===== src/rtl/div64_pkg.sv =====
`timescale 1ns / 1ps

package div64_pkg;

  // Fixed widths of the channel fields
  localparam int FIELD_W  = 64;
  localparam int ACTION_W = 2;

  // Default datapath width
  localparam int DATA_WIDTH_DEF = 64;

  typedef enum logic [ACTION_W-1:0] {
    ACT_UQUO = 2'd0,
    ACT_UREM = 2'd1,
    ACT_SQUO = 2'd2,
    ACT_SREM = 2'd3
  } act_t;

  // Per-item control that rides along the pipeline
  typedef struct packed {
    act_t act;
    logic n_neg;
    logic d_neg;
    logic d_zero;
  } ctl_t;

endpackage


===== src/rtl/div64_prep.sv =====
`timescale 1ns / 1ps

module div64_prep #(
  parameter int DATA_WIDTH = div64_pkg::DATA_WIDTH_DEF
) (
  input  logic                          clk,
  input  logic                          rst,
  input  logic                          en,
  input  logic                          vld_i,
  input  logic [div64_pkg::ACTION_W-1:0] action,
  input  logic [div64_pkg::FIELD_W-1:0] dividend,
  input  logic [div64_pkg::FIELD_W-1:0] divisor,
  output logic                          vld_o,
  output div64_pkg::ctl_t               ctl_o,
  output logic [DATA_WIDTH-1:0]         nq_o,
  output logic [DATA_WIDTH-1:0]         d_o
);
  import div64_pkg::*;

  logic [DATA_WIDTH-1:0] n_raw;
  logic [DATA_WIDTH-1:0] d_raw;
  logic                  sgn;
  ctl_t                  ctl_next;
  logic [DATA_WIDTH-1:0] n_mag;
  logic [DATA_WIDTH-1:0] d_mag;

  always_comb begin
    n_raw           = dividend[DATA_WIDTH-1:0];
    d_raw           = divisor[DATA_WIDTH-1:0];
    sgn             = action[1];
    ctl_next.act    = act_t'(action);
    ctl_next.n_neg  = sgn & n_raw[DATA_WIDTH-1];
    ctl_next.d_neg  = sgn & d_raw[DATA_WIDTH-1];
    ctl_next.d_zero = (d_raw == '0);
    n_mag           = ctl_next.n_neg ? (~n_raw + 1'b1) : n_raw;
    d_mag           = ctl_next.d_neg ? (~d_raw + 1'b1) : d_raw;
  end

  always_ff @(posedge clk) begin
    if (rst) begin
      vld_o <= 1'b0;
    end else if (en) begin
      vld_o <= vld_i;
    end
  end

  always_ff @(posedge clk) begin
    if (en) begin
      ctl_o <= ctl_next;
      nq_o  <= n_mag;
      d_o   <= d_mag;
    end
  end

endmodule


===== config.mk =====
export PLATFORM = sky130hd
export DESIGN_NAME = div64_prep
export DESIGN_NICKNAME = d
export VERILOG_FILES = /design/src/rtl/div64_pkg.sv /design/src/rtl/div64_prep.sv
export SDC_FILE = /design/constraint.sdc
export NUM_CORES = 1
export LEC_CHECK = 0
export ABC_CLOCK_PERIOD_IN_PS = 3290
export BUFFER_PORTS_ARGS = -buffer_cell sky130_fd_sc_hd__buf_2
export CORE_ASPECT_RATIO = 0.5
export CORE_MARGIN = 5
export CORE_UTILIZATION = 41
export CTS_BUF_LIST = sky130_fd_sc_hd__clkbuf_4 sky130_fd_sc_hd__clkbuf_8
export DETAILED_ROUTE_END_ITERATION = 8
export MAX_ROUTING_LAYER = met4
export PLACE_DENSITY = 0.69
export SETUP_SLACK_MARGIN = 0.15
export SLEW_MARGIN = 25
export SYNTH_ARGS = -nofsm -noshare
export SYNTH_HDL_FRONTEND = slang
export SYNTH_SLANG_ARGS = --single-unit

===== constraint.sdc =====
create_clock -name clk -period 3.29 [get_ports clk]
set_input_delay 0.329 -clock clk [delete_from_list [all_inputs] [get_ports clk]]
set_output_delay 0.329 -clock clk [all_outputs]
set_load 0.1 [all_outputs]

==> metrics <==
#FFs+latches synth 134; Num CTS Buffers 17; Placed Instances 1093; gpl congestion 0.8850; Cell Rows 34; Die X 197.9 um; setup total negative slack 0 ns; utilization after layout 0.5341; first-pass GRT wire length 31870 um; Post-Synthesis Cells 601; Pre-Repair DR Iteration Count 5; Final Hold Viols 0; Synth Cell Area 7237 um2; CTS tree done; ys flop type edfxtp_1; Port Buffers 267; Avg Vias per Cell 5.288; minimum clock period 2.331 ns; pins over their slew limit 0; min-delay worst type primary input to flop; worst-skew pair later-pin latency 0.44 ns; Setup crit start kind primary input; post-synthesis sequential area ratio 0.5546; Layout Cells excl Fill 1126; Worst slew margin 0.5419; clock slew at reported path FFs 0.09 ns; Routed Antenna Nets 0; LEAKAGE 3.684 nW; post-layout instance area 9270 um2; layout cells sized above 1 0.3767; Routed WL 20600 um; outcome finished clean; Synth warnings 0; most frequent cells in the layout buf_2 (266), edfxtp_1 (133), xor2_1 (60); routed vias 5954; Power per Cell Area 583.6 nW/um2; peak supply drop 0.3400 mV; hold slack 0.06688 ns; area delta synth->final 28.09%; grt total ovfl 0; commonest non-fill, non-tap cell in the layout buf_2; Die H 103.9 um; worst path required time 3.48 ns; clock skew 0 ns; clock root buffer clkbuf_8; Setup CP Type primary input to flop; asr flop ratio synth 0; max_cap viols 0; drt drc 0; post-place setup slack 0.5123 ns; CTS H-Tree Depth 4; Clock Tree Buf Depth 2; final setup vio count 0; Mean Syn Cell Area 12.04 um2; # nets final 1015; Placed Area 8875 um2; antenna violations before repair 0; clk sink count 134; # IOs 268; critical path peak fanout 11; Design Power 5.410 mW; Synth cell types 53; WP data arrival 2.52 ns; vias in the first global route 5859; gr usage total 0.1999; core area 17360 um2; actual slew at the worst max-slew pin 0.6808 ns; crit end category flop; fin crit share 0.7084; DP HPWL 15610 um; worst setup margin 0.9594 ns; Detailed Route Iter0 Violations 368; fmax 429.1 MHz; syn nets 737; die area 20570 um2; Avg WL per Cell 18.30 um; number of synthesized flops with an enable pin 133; RSZ-0062 raised after global routing no; Antenna Cells 0; Initial Util 0.4170; largest net degree at the start of global routing 71
[Yosys cell counts, types with 2 or more instances]
master / n / area, um2
o21ai_0: 18 / 90.09
nor2_1: 43 / 161.4
a211oi_1: 2 / 15.01
a21oi_1: 27 / 135.1
or3_1: 6 / 37.54
xnor2_1: 59 / 516.8
clkbuf_1: 11 / 41.29
xor2_1: 60 / 525.5
nor2b_1: 3 / 18.77
a211o_1: 2 / 17.52
o31ai_1: 12 / 90.09
and2_1: 2 / 12.51
and4_1: 2 / 17.52
and3_1: 6 / 37.54
buf_6: 2 / 22.52
buf_2: 4 / 20.02
ha_1: 2 / 25.02
o41ai_1: 11 / 96.34
nand2b_1: 5 / 31.28
nor3_2: 3 / 30.03
or4_1: 21 / 157.7
edfxtp_1: 133 / 3994
o41ai_2: 4 / 65.06
buf_1: 3 / 11.26
nor3b_1: 2 / 15.01
nand2_1: 24 / 90.09
a41oi_1: 10 / 87.58
o31ai_2: 5 / 62.56
or4_4: 2 / 22.52
nand4_1: 4 / 25.02
nor4_4: 5 / 106.4
a31oi_1: 20 / 125.1
nor4_1: 19 / 118.9
nor3_1: 24 / 120.1
inv_1: 14 / 52.55
nand3_1: 14 / 70.07
[cell families (layout without fill, tap and decap cells)]
group,Yosys count,count (layout),synth area share
adder cells (fa/ha/maj),2,2,0.003457
AO/OA/AOI/OAI,113,113,0.1108
buffers and inverters,36,327,0.02196
AND/OR/NAND/NOR,196,196,0.1637
flip-flops,134,134,0.5546
XOR/XNOR,119,119,0.1440
multiplexers,1,1,0.001383
[sequential cells by signal (all words and copies together) (netlist names)]
name	flops
d_o	64
vld_o	1
nq_o	64
ctl_o	5
[per-layer routing]
| metal | GRT usage | wire [um] |
|---|---|---|
| met2 | 0.3310 | 10500 |
| met1 | 0.2468 | 8631 |
| met5 | - | 0 |
| met4 | 0.06680 | 428 |
| met3 | 0.03948 | 1039 |
[power by group]
| group | leakage [nW] | switching (mW) | internal, mW |
|---|---|---|---|
| clock network | 0.194 | 0.711 | 0.677 |
| logic | 2.18 | 1.59 | 0.297 |
| registers | 1.31 | 0.0484 | 2.09 |
| total | 3.68 | 2.35 | 3.06 |
[final timing paths]
check,startpoint,to,slack (ns),cells after the start
setup / recovery,dividend[6],nq_o[45]$_DFFE_PP_,0.96,6
hold reg to reg,vld_o$_SDFFE_PP0P_,vld_o$_SDFFE_PP0P_,0.51,2
setup reg to reg,vld_o$_SDFFE_PP0P_,vld_o$_SDFFE_PP0P_,2.70,2
hold / removal,action[0],ctl_o[3]$_DFFE_PP_,0.07,1
[critical path: stages]
cell	delay, ns
buf_2	0.12
or4_1	0.75
nor4_4	0.46
nand3_2	0.35
o41ai_2	0.40
xnor2_1	0.10
[final cells by class]
| type | count | area (um2) |
|---|---|---|
| fillers | 1553 | 8087 |
| clock buffers | 17 | 234.0 |
| inverters | 15 | 56.30 |
| repair buffers | 280 | 1455 |
| well taps | 234 | 292.8 |
| multi-input cells | 431 | 3067 |
| clock inverters | 15 | 151.4 |
| flip-flops and latches | 134 | 4014 |
[timing repair]
item                                    CTS  global route
gates resized for setup                   0             0
endpoints found under the hold margin     1             0
hold buffers                              1             0
endpoints found under the setup margin    0             0
setup buffers                             0             0
(Power assumes the default switching activity.)
