[src/rtl/div64_pkg.sv]
`timescale 1ns / 1ps

package div64_pkg;

  // Fixed widths of the channel fields
  localparam int FIELD_W  = 64;
  localparam int ACTION_W = 2;

  // Default datapath width
  localparam int DATA_WIDTH_DEF = 64;

  typedef enum logic [ACTION_W-1:0] {
    ACT_UQUO = 2'd0,
    ACT_UREM = 2'd1,
    ACT_SQUO = 2'd2,
    ACT_SREM = 2'd3
  } act_t;

  // Per-item control that rides along the pipeline
  typedef struct packed {
    act_t act;
    logic n_neg;
    logic d_neg;
    logic d_zero;
  } ctl_t;

endpackage

[src/rtl/div64_post.sv]
`timescale 1ns / 1ps

// Sign fix-up, result select (zero on a zero divisor) and output register.
module div64_post #(
  parameter int DATA_WIDTH = div64_pkg::DATA_WIDTH_DEF
) (
  input  logic                          clk,
  input  logic                          rst,
  input  logic                          en,
  input  logic                          vld_i,
  input  div64_pkg::ctl_t               ctl_i,
  input  logic [DATA_WIDTH-1:0]         r_i,
  input  logic [DATA_WIDTH-1:0]         q_i,
  output logic                          vld_o,
  output logic [div64_pkg::FIELD_W-1:0] answer
);
  import div64_pkg::*;

  logic [DATA_WIDTH-1:0] q_neg;
  logic [DATA_WIDTH-1:0] r_neg;
  logic [DATA_WIDTH-1:0] ans;

  always_comb begin
    q_neg = ~q_i + 1'b1;
    r_neg = ~r_i + 1'b1;
    case (ctl_i.act)
      ACT_UQUO: ans = q_i;
      ACT_UREM: ans = r_i;
      ACT_SQUO: ans = (ctl_i.n_neg ^ ctl_i.d_neg) ? q_neg : q_i;
      ACT_SREM: ans = ctl_i.n_neg ? r_neg : r_i;
      default:  ans = '0;
    endcase
    if (ctl_i.d_zero) begin
      ans = '0;
    end
  end

  always_ff @(posedge clk) begin
    if (rst) begin
      vld_o <= 1'b0;
    end else if (en) begin
      vld_o <= vld_i;
    end
  end

  always_ff @(posedge clk) begin
    if (en) begin
      answer <= FIELD_W'(ans);
    end
  end

endmodule

[config.mk]
export PLATFORM = sky130hd
export DESIGN_NAME = div64_post
export DESIGN_NICKNAME = d
export VERILOG_FILES = /design/src/rtl/div64_pkg.sv /design/src/rtl/div64_post.sv
export SDC_FILE = /design/constraint.sdc
export NUM_CORES = 1
export LEC_CHECK = 0
export ABC_AREA = 1
export BUFFER_PORTS_ARGS = -buffer_cell sky130_fd_sc_hd__buf_2
export CAP_MARGIN = 20
export CORE_MARGIN = 3
export CORE_UTILIZATION = 30
export DETAILED_ROUTE_END_ITERATION = 10
export GPL_ROUTABILITY_DRIVEN = 0
export PLACE_DENSITY = 0.5
export RECOVER_POWER = 100
export SETUP_SLACK_MARGIN = 0.1
export SYNTH_ARGS = -nofsm -noshare
export SYNTH_HDL_FRONTEND = slang
export SYNTH_SLANG_ARGS = --single-unit
[constraint.sdc]
create_clock -name clk -period 3.2 [get_ports clk]
set_input_delay 0.64 -clock clk [delete_from_list [all_inputs] [get_ports clk]]
set_output_delay 0.64 -clock clk [all_outputs]
set_load 0.005 [all_outputs]
==> results_dict.tcl <==
set metrics [dict create \
    crit_chain "buf_2 > inv_4 > nand2_1 > nand2_1 > nand2_1 > nand3_1 > nor2_4 > nand3_1 > nand3_1 > nand3_1 > nand2_1 > inv_1" \
    outcome "finished, violations left" \
    fill_cells 3239 \
    grt_pass1_vias 10500 \
    die_x_um 175 \
    design_area_mm2 0.0101 \
    final_cells 2131 \
    htree_num_levels 3 \
    critPathMaxStageDelay_ns 0.57 \
    p_per_area_mw_per_mm2 303 \
    worst_pin_slew_ns 1.77 \
    cts_buffers 9 \
    critPathMaxFanout 26 \
    grt_pass1_wl_um 61800 \
    wire_per_inst_um 19.3 \
    drt-vias-per-instance 5.25 \
    drtIter0Drc 1165 \
    dpl.cell_count 2115 \
    cts_tree "done" \
    finalWirelength_um 41100 \
    ys_ff_latch 65 \
    rows 61 \
    synth_cells 1571 \
    numClockSinks 65 \
    period_share_pct 87.1 \
    cp-end-kind "register" \
    violations "capacitance limit, slew limit" \
    synth_area_mm2 0.00852 \
    post_cts_buffers 0 \
    clk_path_buf_depth 2 \
    cts-resized-gates 0 \
    clk_pin_slew_ns 0.06 \
    io_buffers 201 \
    hp-class "in2reg" \
    grt_use_total_pct 26.5 \
    worst-path-buf-inv 3 \
    placed_area_mm2 0.00993 \
    ant_nets 0 \
    num_vias 11200 \
    core_area_mm2 0.0279 \
    period_needed_ns 2.79 \
    ys_warn_count 0 \
    fp.dieH_um 175 \
    antenna_found_initial 2 \
    num-nets-final 1887 \
    post-place-ws_ns 0.383 \
    cp.required_ns 3.31 \
    relSlewSlack_pct -18.2 \
    p_leak_nw 4.63 \
    setup_viol 0 \
    max_cap_violations 1 \
    multiInputGateArea_mm2 0.00565 \
    synth_edf_count 64 \
    cp.arrival_ns 2.90 \
    hpwl_um 33500 \
    worst_path_max_delay_cell "nand2_1" \
    seq_area_frac_synth_pct 22.8 \
    crit_family "simple AND/OR/NAND/NOR gates" \
    dr.pass1.iters 6 \
    ir_worst_vdd_mv 0.191 \
    io_pins 202 \
    grt_max_degree 72 \
    grt-ovfl-total 0 \
    setup_ws_ns 0.411 \
    cts_root_buffer "clkbuf_16" \
    drc 0 \
    initial_core_util_pct 30.6 \
    ys.flop_type "edfxtp_1" \
    fmax_mhz 359 \
    syn_nets 1710 \
    drive_gt1_share_pct 13.3 \
    crit_path_start_kind "input port" \
    postSynthAreaPerCell_um2 5.42 \
    hold_viol 0 \
    register_area_mm2 0.00194 \
    area_growth_syn_to_layout_pct 18.8 \
    grt_setup_unrepaired "false" \
    ys_types 41 \
    worstSetupPathType "in2reg" \
    drv_slew 28 \
    holdBufCountCts 0 \
    die_area_mm2 0.0305 \
    async_flop_share_pct 0 \
    fin_skew_ns 0 \
    fin_setup_tns_ns 0 \
    clock_latency_ns 0.34 \
    final_core_util_pct 36.3 \
]
area by class of cell:
class                           instances  share of cell area, %
Inverter                              176                   6.55
Multi-Input combinational cell       1277                   55.8
Timing Repair Buffer                  219                   11.2
Sequential cell                        65                   19.2
Clock buffer                           10                   2.26
Clock inverter                          4                  0.223
Tap cell                              378                   4.67
Antenna cell                            2                 0.0495
power breakdown:
group / internal [mW] / switching, mW / leakage (nW)
logic: 0.337 / 0.749 / 3.88
clock network: 0.512 / 0.404 / 0.124
registers: 1.03 / 0.0303 / 0.624
total: 1.88 / 1.18 / 4.63
registers in the layout, indices dropped and copies added (netlist names):
| signal | flops |
|---|---|
| vld_o | 1 |
| answer | 64 |
synth_stat cells, types with 3 or more instances:
library cell	number	share of area, %
buf_1	7	0.31
inv_1	171	7.5
o21ai_1	9	0.53
a21oi_1	66	3.9
or2_2	6	0.44
nand2_1	484	21
inv_2	3	0.13
nor3_1	3	0.18
clkbuf_1	26	1.1
buf_6	4	0.53
nand2_2	5	0.37
nand3_2	3	0.35
buf_2	14	0.82
edfxtp_1	64	23
nand3_1	226	13
nor2_1	283	12
nand4_1	12	0.88
nand3b_1	6	0.53
a31oi_1	9	0.66
o21ai_0	119	7.0
o21ai_2	9	0.93
nor2_2	5	0.37
nor2_4	3	0.40
o21bai_1	3	0.26
o211ai_1	11	0.97
path summary, 6_finish.rpt:
kind	depth (start not counted)	from	endpoint	slack [ns]
worst max register to register	2	vld_o	vld_o	2.61
worst max-delay path	12	ctl_i[2]	answer[46]	0.41
worst min register to register	2	vld_o	vld_o	0.50
worst min-delay path	2	rst	vld_o	0.44
logic make-up after synthesis:
group / after synthesis / share of synthesized area [%]
xor+xnor: 2 / 0.206
buf+inv: 229 / 10.8
mux: 1 / 0.118
compound gates: 234 / 15.1
fa+ha+maj: 2 / 0.294
simple gates: 1038 / 50.7
flops: 65 / 22.8
stage by stage:
| step | hold slack (ns) | power (mW) |
|---|---|---|
| 4_1_cts | 0.437 | 3.06 |
| 3_5_place_dp | 0.492 | 2.15 |
| 3_3_place_gp | 0.467 | 2.15 |
| 6_report | 0.443 | 3.06 |
| 5_1_grt | 0.444 | 3.23 |
| 2_1_floorplan | 0.485 | 1.64 |
cells in the final DEF, fill, tap and decap left out, types with 6 or more instances in the layout:
cell type  instances
or2_2              6
clkbuf_1          31
o21ai_2            7
nand3_1          228
nor2_2             6
buf_4             12
edfxtp_1          64
nor2_1           281
clkbuf_16          9
nand2_1          486
o211ai_1          11
o21ai_1            6
inv_1            172
a31oi_1            9
nand4_1           12
nand3b_1           6
a21oi_1           66
buf_2            173
o21ai_0          124
routing by layer:
metal  up-vias  global-route usage, %  wire (um)
li1       5474                      -          -
met1      5130                   38.4      18900
met2       526                   39.3      17000
met3        55                   5.55       4170
met4         0                   8.28       1090
met5         -                      0          0
worst register-to-register path, stage by stage, from the launching register on:
cell     delay (ns)
dfxtp_1        0.31
mux2i_1        0.13
nor2_1         0.05
(Power assumes the default switching activity.)
