File: src/rtl/div64_pkg.sv
`timescale 1ns / 1ps

package div64_pkg;

  // Fixed widths of the channel fields
  localparam int FIELD_W  = 64;
  localparam int ACTION_W = 2;

  // Default datapath width
  localparam int DATA_WIDTH_DEF = 64;

  typedef enum logic [ACTION_W-1:0] {
    ACT_UQUO = 2'd0,
    ACT_UREM = 2'd1,
    ACT_SQUO = 2'd2,
    ACT_SREM = 2'd3
  } act_t;

  // Per-item control that rides along the pipeline
  typedef struct packed {
    act_t act;
    logic n_neg;
    logic d_neg;
    logic d_zero;
  } ctl_t;

endpackage

File: src/rtl/div64_step.sv
`timescale 1ns / 1ps

// One restoring shift-subtract step: one quotient bit per stage.
// nq holds the dividend bits not yet consumed (high end) and the
// quotient bits made so far (low end).
module div64_step #(
  parameter int DATA_WIDTH = div64_pkg::DATA_WIDTH_DEF
) (
  input  logic                  clk,
  input  logic                  rst,
  input  logic                  en,
  input  logic                  vld_i,
  input  div64_pkg::ctl_t       ctl_i,
  input  logic [DATA_WIDTH-1:0] r_i,
  input  logic [DATA_WIDTH-1:0] nq_i,
  input  logic [DATA_WIDTH-1:0] d_i,
  output logic                  vld_o,
  output div64_pkg::ctl_t       ctl_o,
  output logic [DATA_WIDTH-1:0] r_o,
  output logic [DATA_WIDTH-1:0] nq_o,
  output logic [DATA_WIDTH-1:0] d_o
);
  import div64_pkg::*;

  logic [DATA_WIDTH:0]   rs;
  logic [DATA_WIDTH:0]   diff;
  logic                  take;
  logic [DATA_WIDTH-1:0] r_next;
  logic [DATA_WIDTH-1:0] nq_next;

  always_comb begin
    // carry out of the shift is kept as bit W
    rs      = {r_i, nq_i[DATA_WIDTH-1]};
    diff    = rs - {1'b0, d_i};
    take    = ~diff[DATA_WIDTH];
    r_next  = take ? diff[DATA_WIDTH-1:0] : rs[DATA_WIDTH-1:0];
    nq_next = {nq_i[DATA_WIDTH-2:0], take};
  end

  always_ff @(posedge clk) begin
    if (rst) begin
      vld_o <= 1'b0;
    end else if (en) begin
      vld_o <= vld_i;
    end
  end

  always_ff @(posedge clk) begin
    if (en) begin
      ctl_o <= ctl_i;
      r_o   <= r_next;
      nq_o  <= nq_next;
      d_o   <= d_i;
    end
  end

endmodule

File: config.mk
export PLATFORM = sky130hd
export DESIGN_NAME = div64_step
export DESIGN_NICKNAME = d
export VERILOG_FILES = /design/src/rtl/div64_pkg.sv /design/src/rtl/div64_step.sv
export SDC_FILE = /design/constraint.sdc
export NUM_CORES = 1
export LEC_CHECK = 0
export BUFFER_PORTS_ARGS = -buffer_cell sky130_fd_sc_hd__clkbuf_2
export CORE_MARGIN = 4
export CORE_UTILIZATION = 51
export CTS_CLUSTER_SIZE = 25
export DETAILED_ROUTE_END_ITERATION = 16
export MAX_ROUTING_LAYER = met4
export PLACE_DENSITY = 0.82
export SYNTH_ARGS = -nofsm -noshare
export SYNTH_HDL_FRONTEND = slang
export SYNTH_SLANG_ARGS = --single-unit
export TNS_END_PERCENT = 10
File: constraint.sdc
create_clock -name clk -period 5 [get_ports clk]
set_input_delay 1 -clock clk [delete_from_list [all_inputs] [get_ports clk]]
set_output_delay 1 -clock clk [all_outputs]
set_load 0.05 [all_outputs]
==> impl_metrics.yaml <==
setup_path:
  r2r_end: "vld_o"
  r2r_start: "vld_o"
  worstRegToRegCells: 2
  cp_top_family: "simple AND/OR/NAND/NOR gates"
  crit_arrival_ns: 4.43
  worstPathCellList: "clkbuf_2, inv_1, ha_1, nand4_1, or4_1, or3_1, o32a_1, a21oi_2, o21ai_1, and2_4, o211a_4, inv_6, buf_4, mux2_1"
  startpoint: "d_i[18]"
  cpPeakStageDelay_ns: 0.56
  ff2ff_setup_slack_ns: 4.40
  critPathLaunchType: "primary input"
  crit_type: "in -> reg"
  cp.required_ns: 5.18
  cp-end-kind: "flip-flop"
  critPathMaxFanout: 17
  crit_buf_inv: 4
  slowest_stage: "or4_1"
  crit_cells: 14
layout:
  final_common_cell: "clkbuf_2"
  layout-drive-gt1-share_pct: 33.6
  final_nets: 1597
  area_growth_pct: 26.0
  final_cell_mix: "397 x clkbuf_2, 197 x edfxtp_1, 85 x inv_1"
  fin_util_pct: 65.7
  fill_cells: 1640
cts:
  htreeDepth: 4
  cts-resized-gates: 0
  cts_sinks: 198
  root_buffer: "clkbuf_16"
  hold_buffers: 0
  path_clk_slew_ns: 0.08
  worstSkewPairLatency_ns: 0.43
  tritoncts: "built"
  post-cts-setup-buffer-count: 0
  numCtsBuffers: 17
  ctsLongestPathBuffers: 2
power:
  p_sw_mw: 2.00
  power.clock.fraction_pct: 27.0
  leakage_nw: 6.34
  internal_power_mw: 3.24
  p_sw_share_pct: 38.2
  pwr-share-seq_pct: 40.3
  combPwrFrac_pct: 32.7
  p_per_area_mw_per_mm2: 376
  ir_worst_vdd_uv: 245
  fin_total_pwr_mw: 5.23
sta:
  period_share_pct: 84.9
  max-slew-margin-rel_pct: 37.3
  maxSlewViolCount: 0
  setup_viol: 0
  finClkSkew_ns: 0
  final_hold_viol_count: 0
  max_freq_mhz: 236
  tightest_slew_ns: 0.941
  fin_crit_ns: 4.24
  rsz0062_at_grt: "no"
  tns_ns: 0
  whs_ns: 0.519
die:
  boundaryPins: 399
  die_w_microns: 155
  core_sq_mm: 0.0212
  start_util_pct: 52.2
  die_h_microns: 155
  rows: 53
  die_area_sq_mm: 0.0241
logic_synthesis:
  synthTopCellsByArea: "edfxtp_1 54%, ha_1 7.3%, mux2_1 5.5%"
  postSynthCellCount: 939
  ys.flop_type: "edfxtp_1"
  ys_warn_count: 0
  async_flop_share_pct: 0
  synth.distinct_cells: 75
  synth_edf_count: 197
  ys_ff_latch: 198
  netlist_area_sq_mm: 0.0110
  synth.avg_cell_area_sq_um: 11.7
  synth_nets: 1205
  netlist.area_leader.share_pct: 53.6
  yosys.area.top_type: "edfxtp_1"
  ys_seq_area_share_pct: 53.8
drt:
  wl_per_cell_microns: 18.9
  dr.pass1.iters: 5
  vias: 8900
  dr.first_iter.drc_count: 649
  post-route-drc-count: 0
  drt_wl_total_mm: 30.7
  antenna_left: 0
  vias_per_cell: 5.49
global_route:
  grt_first_pass_wirelength_mm: 46.5
  grt_overflow: 0
  grtUsageTotal_pct: 25.1
  grt_max_degree: 122
  grt_pass1_vias: 8691
  grt_antenna_before_repair: 1
min_path:
  hold_path_depth: 2
  hold_path.class: "reg -> reg"
  hold_path_end: "vld_o"
  holdCritStartpoint: "vld_o"
placed_design:
  place_congestion: 0.906
  dpl.hpwl_mm: 24.5
  io_buffers: 398
outcome:
  status: "finished clean"
job:
  max-cap-violations: 0
[through the flow]
step / setup WS, ns / instance area [sq um] / instances
6_report: 0.756 / 13900 / 1620
5_1_grt: 0.534 / 13900 / 1620
4_1_cts: 0.732 / 13900 / 1619
3_5_place_dp: 0.266 / 13300 / 1587
3_3_place_gp: 0.421 / 13300 / 1587
2_1_floorplan: 0.916 / 11000 / 939
[cell type report]
class	count	area, sq um	area share, %
diodes	1	2.50	0.0180
clock buffers	17	425	3.06
clock inverters	15	173	1.24
inverters	86	328	2.36
multi-input cells	622	4600	33.1
flip-flops and latches	198	5940	42.7
well taps	275	344	2.47
repair buffers	406	2100	15.1
[metal layers]
metal  wire length [microns]  up-vias  GRT usage [%]
li1                        -     4278              -
met5                       0        -              -
met2                   15300      397           42.2
met4                     691        0           7.28
met3                    2240       42           3.87
met1                   12500     4183           31.7
[worst max path at each step]
stage,end,slack (ns)
CTS,r_o[59],0.73
global route,r_o[59],0.53
global placement,r_o[52],0.42
finish,r_o[59],0.76
detailed placement,r_o[59],0.27
floorplan,r_o[53],0.92
[Yosys cell counts (all sizes together), types with 4 or more instances]
cell type	number
a211oi	7
or3	5
o21a	8
nand3	10
o211ai	4
xor2	23
mux2i	7
o21bai	15
o31ai	5
a211o	5
edfxtp	197
and3	7
o21ai	38
nand2	62
a21o	32
xnor2	34
inv	86
nor2	41
mux2	57
clkbuf	24
nor3	9
a31oi	7
ha	64
a21oi	78
buf	9
or2	7
nand2b	9
nand4	21
nor2b	10
a21boi	6
[power by group through the flow]
stage,clock network [mW],logic (mW),registers [mW]
CTS,1.44,1.71,2.11
global route,1.51,1.82,2.13
finish,1.41,1.71,2.11
detailed placement,0,1.71,2.15
global placement,0,1.68,2.14
floorplan,0,0.601,2.78
[flip-flops by register name, summed over array words and instances (netlist names)]
name / flops
d_o: 64
nq_o: 64
ctl_o: 5
vld_o: 1
r_o: 64
[cell families after synthesis]
| kind of cell | Yosys count | share of synthesized area, % |
|---|---|---|
| buf+inv | 119 | 4.52 |
| xor+xnor | 57 | 4.52 |
| compound gates | 240 | 14.3 |
| fa+ha+maj | 65 | 7.44 |
| simple gates | 196 | 8.85 |
| flops | 198 | 53.8 |
| mux | 64 | 6.52 |
[worst register-to-register path, delay by kind of cell (launching register included)]
| family | cells | cell delay, ns |
|---|---|---|
| simple gates | 1 | 0.05 |
| mux | 1 | 0.12 |
| flops | 1 | 0.32 |
Power figures use the tool's default switching activity.
